==> src/hw/rtl/aopc_pkg.sv <==
// ----------------------------------------------------------------------------
// aopc_pkg
// Shared types, codes and helpers for the alpha-over pixel compositor.
// ----------------------------------------------------------------------------
`default_nettype none

package aopc_pkg;

    localparam int unsigned DEF_MAX_CANVAS_WIDTH  = 256;
    localparam int unsigned DEF_MAX_CANVAS_HEIGHT = 256;

    localparam int unsigned DIM_W     = 9;    // canvas_width / canvas_height
    localparam int unsigned COORD_W   = 10;   // signed pixel_x / pixel_y
    localparam int unsigned CHAN_W    = 8;
    localparam int unsigned PIX_W     = 32;
    localparam int unsigned S_TDATA_W = 56;   // 52 payload bits padded to bytes
    localparam int unsigned M_TDATA_W = 32;
    localparam int unsigned STATUS_W  = 3;
    localparam int unsigned CFG_IDX_W = 1;

    localparam logic [CHAN_W-1:0] ALPHA_OPAQUE = 8'd255;
    localparam logic [CHAN_W-1:0] ALPHA_CLEAR  = 8'd0;

    // Configuration register indexes
    localparam logic [CFG_IDX_W-1:0] CFG_CANVAS_WIDTH  = 1'b0;
    localparam logic [CFG_IDX_W-1:0] CFG_CANVAS_HEIGHT = 1'b1;

    // Item kinds
    localparam logic KIND_BLEND = 1'b0;
    localparam logic KIND_READ  = 1'b1;

    // Result status codes
    localparam logic [STATUS_W-1:0] STATUS_OPAQUE = 3'd0;
    localparam logic [STATUS_W-1:0] STATUS_BLEND  = 3'd1;
    localparam logic [STATUS_W-1:0] STATUS_SKIP   = 3'd2;
    localparam logic [STATUS_W-1:0] STATUS_CLIP   = 3'd3;
    localparam logic [STATUS_W-1:0] STATUS_READ   = 3'd4;

    // Canvas word: red in the low byte, alpha in the high byte
    typedef struct packed {
        logic [CHAN_W-1:0] alpha;
        logic [CHAN_W-1:0] blue;
        logic [CHAN_W-1:0] green;
        logic [CHAN_W-1:0] red;
    } pixel_t;

    typedef enum logic [2:0] {
        ST_CLEAR,
        ST_IDLE,
        ST_ADDR,
        ST_READ,
        ST_WRITE
    } state_t;

    // Exact v/255 for v up to 65279 (mix sums stay at or below 255*255)
    function automatic logic [CHAN_W-1:0] div255(input logic [15:0] v);
        logic [16:0] t;
        t = 17'(v) + 17'd1 + 17'(v[15:8]);
        return t[15:8];
    endfunction

endpackage : aopc_pkg

`default_nettype wire

==> src/hw/rtl/aopc_blend.sv <==
// ----------------------------------------------------------------------------
// aopc_blend
// Straight alpha-over mix: products registered, then divide by 255.
// ----------------------------------------------------------------------------
`default_nettype none

module aopc_blend (
    input  wire logic              aclk,
    input  wire logic              load,
    input  wire aopc_pkg::pixel_t  src,
    input  wire aopc_pkg::pixel_t  dst,
    output aopc_pkg::pixel_t       mixed
);
    import aopc_pkg::*;

    logic [15:0]       sum_r_reg, sum_g_reg, sum_b_reg;
    logic [15:0]       sum_r_next, sum_g_next, sum_b_next;
    logic [CHAN_W-1:0] alpha_reg, alpha_next;
    logic [CHAN_W-1:0] inv_a;

    always_comb begin
        inv_a      = ALPHA_OPAQUE - src.alpha;
        sum_r_next = 16'(src.red)   * 16'(src.alpha) + 16'(dst.red)   * 16'(inv_a);
        sum_g_next = 16'(src.green) * 16'(src.alpha) + 16'(dst.green) * 16'(inv_a);
        sum_b_next = 16'(src.blue)  * 16'(src.alpha) + 16'(dst.blue)  * 16'(inv_a);
        alpha_next = (dst.alpha > src.alpha) ? dst.alpha : src.alpha;
    end

    always_ff @(posedge aclk) begin
        if (load) begin
            sum_r_reg <= sum_r_next;
            sum_g_reg <= sum_g_next;
            sum_b_reg <= sum_b_next;
            alpha_reg <= alpha_next;
        end
    end

    always_comb begin
        mixed.red   = div255(sum_r_reg);
        mixed.green = div255(sum_g_reg);
        mixed.blue  = div255(sum_b_reg);
        mixed.alpha = alpha_reg;
    end

endmodule : aopc_blend

`default_nettype wire

==> config.mk <==
export PLATFORM = sky130hd
export DESIGN_NAME = aopc_blend
export DESIGN_NICKNAME = d
export VERILOG_FILES = /design/src/hw/rtl/aopc_pkg.sv /design/src/hw/rtl/aopc_blend.sv
export SDC_FILE = /design/constraint.sdc
export NUM_CORES = 1
export LEC_CHECK = 0
export BUFFER_PORTS_ARGS = -buffer_cell sky130_fd_sc_hd__buf_4
export CORE_UTILIZATION = 40
export DETAILED_ROUTE_END_ITERATION = 16
export PLACE_DENSITY = 0.68
export SYNTH_ARGS = -nofsm -noshare
export SYNTH_HDL_FRONTEND = slang
export SYNTH_SLANG_ARGS = --single-unit
==> constraint.sdc <==
create_clock -name aclk -period 6.05 [get_ports aclk]
set_input_delay 1.21 -clock aclk [delete_from_list [all_inputs] [get_ports aclk]]
set_output_delay 1.21 -clock aclk [all_outputs]
set_load 0.1 [all_outputs]
# Word level (Yosys, flattened, before mapping)
# Cells that the tools add are included.
dict set report word_totals {
  elab_cells 22
  inputBits 66
  reg_bits 56
  out_inout_bits 32
}
dict set report classes {
  n_mux 1
  mul 6
  n_addsub 10
  order_cmp 1
}
# op n
set op_table {}
lappend op_table {{8-bit by 8-bit multiplier with 16-bit output} 6}
lappend op_table {{16-bit by 1-bit adder with 16-bit output (second input constant)} 3}
lappend op_table {{16-bit adder} 3}
lappend op_table {{16-bit by 8-bit adder with 16-bit output} 3}
lappend op_table {{8-bit > comparator} 1}
lappend op_table {{8-bit two-way mux} 1}
lappend op_table {{8-bit subtractor (first input constant)} 1}

# Logic depth before layout (Yosys ltp)
dict set report depth {
  word_depth 3
  ltp_mapped 22
}

# Worst setup path after synthesis
# No wires, ideal clock.
dict set report synth_path {
  path_kind {input to register}
  startpoint {input port src[25] (netlist bit)}
  endpoint {register sum_b_reg[12], data pin}
  setup_slack_ns -0.514
  cell_stages 18
  n_path_buf 2
  arrival_time_ns 6.299
  required_ns 5.785
  path_cell_list {clkbuf_1 -> clkbuf_1 -> nand2_1 -> fa_1 -> fa_1 -> inv_1 -> fa_1 -> fa_1 -> fa_1 -> inv_1 -> fa_1 -> inv_1 -> ha_1 -> o21a_1 -> o21a_1 -> a21oi_1 -> nor4b_1 -> or3_1}
}
dict set report synth_between {
  elab_chain_cells 3
  elab_cells_between_ends 4
  classes_between {2 x add/sub; 2 x mul}
}
# element line_no
set synth_rtl {}
lappend synth_rtl {{start, declared} aopc_blend.sv:10} ;# input wire aopc_pkg::pixel_t src,
lappend synth_rtl {{8-bit subtractor} aopc_blend.sv:22} ;# inv_a = ALPHA_OPAQUE - src.alpha;
lappend synth_rtl {{8-bit by 8-bit multiplier with 16-bit output} aopc_blend.sv:25} ;# sum_b_next = 16'(src.blue) * 16'(src.alpha) + 16'(dst.blue) * 16'(inv_a);
lappend synth_rtl {{16-bit adder *} aopc_blend.sv:25}
lappend synth_rtl {{named net sum_b_next[12]} aopc_blend.sv:17} ;# logic [15:0] sum_r_next, sum_g_next, sum_b_next;
lappend synth_rtl {{end signal, assigned} aopc_blend.sv:33} ;# sum_b_reg <= sum_b_next;
lappend synth_rtl {{end, declared} aopc_blend.sv:16} ;# logic [15:0] sum_r_reg, sum_g_reg, sum_b_reg;
# Mark *: on every way through the listed nets, which the timed path passes. The rest lies on a longest branch.
# A chain may end at the register's enable or synchronous reset.

# Final worst setup path
dict set report layout_path {
  startpoint {input port src[29] (netlist bit)}
  endpoint {register sum_g_reg[14], data pin}
}
dict set report layout_between {
  elab_chain_cells 3
  elab_cells_between_ends 4
  classes_between {2 x add/sub; 2 x mul}
}
# element line_no
set layout_rtl {}
lappend layout_rtl {{8-bit subtractor} aopc_blend.sv:22}
lappend layout_rtl {{8-bit by 8-bit multiplier with 16-bit output} aopc_blend.sv:24} ;# sum_g_next = 16'(src.green) * 16'(src.alpha) + 16'(dst.green) * 16'(inv_a);
lappend layout_rtl {{16-bit adder *} aopc_blend.sv:24}
lappend layout_rtl {{named net sum_g_next[14]} aopc_blend.sv:17}
lappend layout_rtl {{end signal, assigned} aopc_blend.sv:32} ;# sum_g_reg <= sum_g_next;
lappend layout_rtl {{end, declared} aopc_blend.sv:16}
# Marked as above.

==> impl_metrics.toml <==
[status]
run_status = "finished clean"

[detailed_routing]
firstDrtPassIters = 5
num_vias = 12400
wl_per_cell_um = 15.8
drtIter0Drc = 605
ant_nets = 0
wl_mm = 39.4
vias_per_cell = 4.97
drt_drc_violations_left = 0

[clock_tree]
cts_tree = "done"
cts_hold_buffers = 0
htree_levels = 2
cts_buffers = 5
cts_root_buf = "clkbuf_16"
clk_path_buf_depth = 2
clk_pin_slew_ns = 0.08
clock-sinks = 56

[floorplanning]
io_pins = 98
die_w_um = 203
die_y_um = 203
dieArea_um2 = 41200
initial_core_util_pct = 40.6
core_area_um2 = 39700
row_count = 73

[sta]
setup_viol = 0
maxSlewViolCount = 0
worst_slack_ns = 0.127
min_period_ns = 5.92
setup_tns_ns = 0
rsz0062_at_grt = "yes"
worst_pin_slew_ns = 0.745
finalHoldViolations = 0
max_freq_mhz = 169
period_share_pct = 97.9
relSlewSlack_pct = 50.3

[placed_design]
io_buffers = 97
pre_cts_ws_ns = -0.407
gp_congestion = 0.901
post-dp-hpwl_mm = 33.2

[worst_setup_path]
crit_required_ns = 6.18
worstPathArrival_ns = 6.05
path_max_fanout = 6
path_class = "in -> reg"
cp-end-kind = "flip-flop"
start_kind = "input port"

[grt]
grt_max_degree = 57
grt_first_pass_wirelength_mm = 65.4
antenna_found_initial = 0
first_global_vias = 13400
grt_usage_pct = 19.9
grt_overflow_total = 0

[logic_synthesis]
yosysSeqAreaShare_pct = 10.4
synth_edf_count = 56
ys_seq_elements = 56
synth_cell_types = 59
synth_cells = 1739
ys.flop_type = "edfxtp_1"
ys.warnings.count = 0
syn_area_per_cell_um2 = 9.28
ys_async_sr_fraction_pct = 0
netlist_area_um2 = 16100

[worst_hold_path]
hold_path_end = "alpha_reg[2]$_DFFE_PP_"
hold_path_depth = 2
min_from = "dst[26]"
min_path_type = "in -> reg"

[cells_and_area]
fin_util_pct = 48.5
area_delta_synth_final_pct = 19.3
antenna_cells = 0
drive_above_1_share_pct = 17.3
finalNetCount = 2532

[run]
cap_violations = 0
==> synth_stat cells (all sizes together), types with 2 or more instances <==
cell	count	share of area [%]
nand2b	6	0.23
xor2	11	0.60
edfxtp	56	10
and4	2	0.12
o31ai	4	0.19
mux2i	2	0.12
fa	288	36
nor2	27	0.63
a2111o	2	0.14
a2bb2oi	2	0.11
nand3	18	0.56
a21o	10	0.47
o21a	9	0.42
nor4	2	0.077
a21oi	37	1.2
buf	5	0.21
or2	2	0.077
clkinv	3	0.070
o211a	3	0.19
mux2	11	0.77
a211oi	11	0.51
nor3	2	0.062
nand3b	2	0.093
a311oi	2	0.15
nor4b	2	0.11
and3	5	0.19
and2	110	4.3
a31oi	7	0.27
xnor2	51	2.8
inv	428	10
or4	3	0.14
ha	215	17
o21ai	27	0.84
nand4	10	0.39
nand2	157	3.7
or3	4	0.15
o211ai	5	0.26
o21bai	4	0.19
nor2b	141	5.5
clkbuf	41	0.95
o311ai	3	0.16
==> layout by cell type (no fill, tap or decap), types with 4 or more instances in the layout <==
cell type,instances
nand4_1,10
nand2b_1,4
and3_1,5
buf_4,232
nand2_2,4
inv_1,423
a21oi_1,32
mux2_2,11
o31ai_1,4
nand2_1,152
o21ai_0,22
o21a_1,9
a211oi_1,9
nor2_1,26
nand3_1,18
clkbuf_16,9
buf_12,10
edfxtp_1,56
ha_1,209
inv_2,4
clkinvlp_4,4
xnor2_1,51
a21o_1,9
buf_6,12
nor2b_1,137
xor2_1,11
o21ai_1,4
ha_4,4
fa_1,285
and2_1,107
o211ai_1,4
a21oi_2,5
a31oi_1,4
==> kinds of logic after synthesis <==
logic type      synth area share [%]
simple gates                    16.3
fa+ha+maj                       52.4
xor+xnor                        3.36
mux                            0.891
compound gates                  5.47
other cells                   0.0232
buf+inv                         11.2
flops                           10.4
==> how the worst max path moves through the flow <==
stage               startpoint                 endpoint  cells past startpoint
global placement       src[26]  sum_g_reg[14]$_DFFE_PP_                     21
floorplan              src[24]  sum_b_reg[12]$_DFFE_PP_                     18
finish                 src[29]  sum_g_reg[14]$_DFFE_PP_                     19
detailed placement     src[28]  sum_g_reg[14]$_DFFE_PP_                     19
CTS                    src[26]  sum_g_reg[15]$_DFFE_PP_                     17
global route           src[29]  sum_g_reg[13]$_DFFE_PP_                     20
==> layout make-up <==
class                           instances  area (µm²)
Clock buffer                            5         125
Clock inverter                          3        26.3
Fill cell                            3712       20500
Inverter                              431        1630
Multi-Input combinational cell       1208       12900
Sequential cell                        56        1680
Tap cell                              525         657
Timing Repair Buffer                  261        2220
==> critical path, stage by stage <==
cell and delay (ns):
buf_12 0.12, clkinv_1 0.21, buf_4 0.25, nand2_1 0.09, fa_1 0.44, fa_1 0.50, inv_1 0.05, fa_1 0.50
fa_1 0.43, fa_1 0.50, inv_1 0.05, fa_1 0.47, inv_1 0.04, ha_1 0.21, or4_1 0.41, o22ai_1 0.17
buf_4 0.18, nand3_1 0.11, o311ai_2 0.10
==> metrics by stage <==
step	std cells	instance area, µm²	hold WS [ns]
global placement	2472	18700	1.57
floorplan	1741	16300	1.32
global route	2489	19300	1.24
CTS	2480	18800	1.24
detailed placement	2472	18700	1.58
finish	2489	19300	1.25
==> layer usage <==
layer | vias up | part of all wire [%] | routed length [µm] | GRT usage (%)
li1 | 5752 | - | - | -
met1 | 6278 | 43 | 17100 | 26.0
met2 | 300 | 49 | 19200 | 34.4
met3 | 48 | 5.8 | 2300 | 2.94
met4 | 0 | 2.1 | 839 | 5.32
met5 | - | 0 | 0 | 0
==> repair_timing <==
item | in CTS | in global routing
buffers inserted | 0 | 5
resized for setup | 2 | 71
pin swaps | 0 | 28
setup endpoints to repair | 2 | 18
cloned | 0 | 4
Power is not shown: default switching activity piles up to over one toggle a cycle in this logic, so the estimate is an artifact.
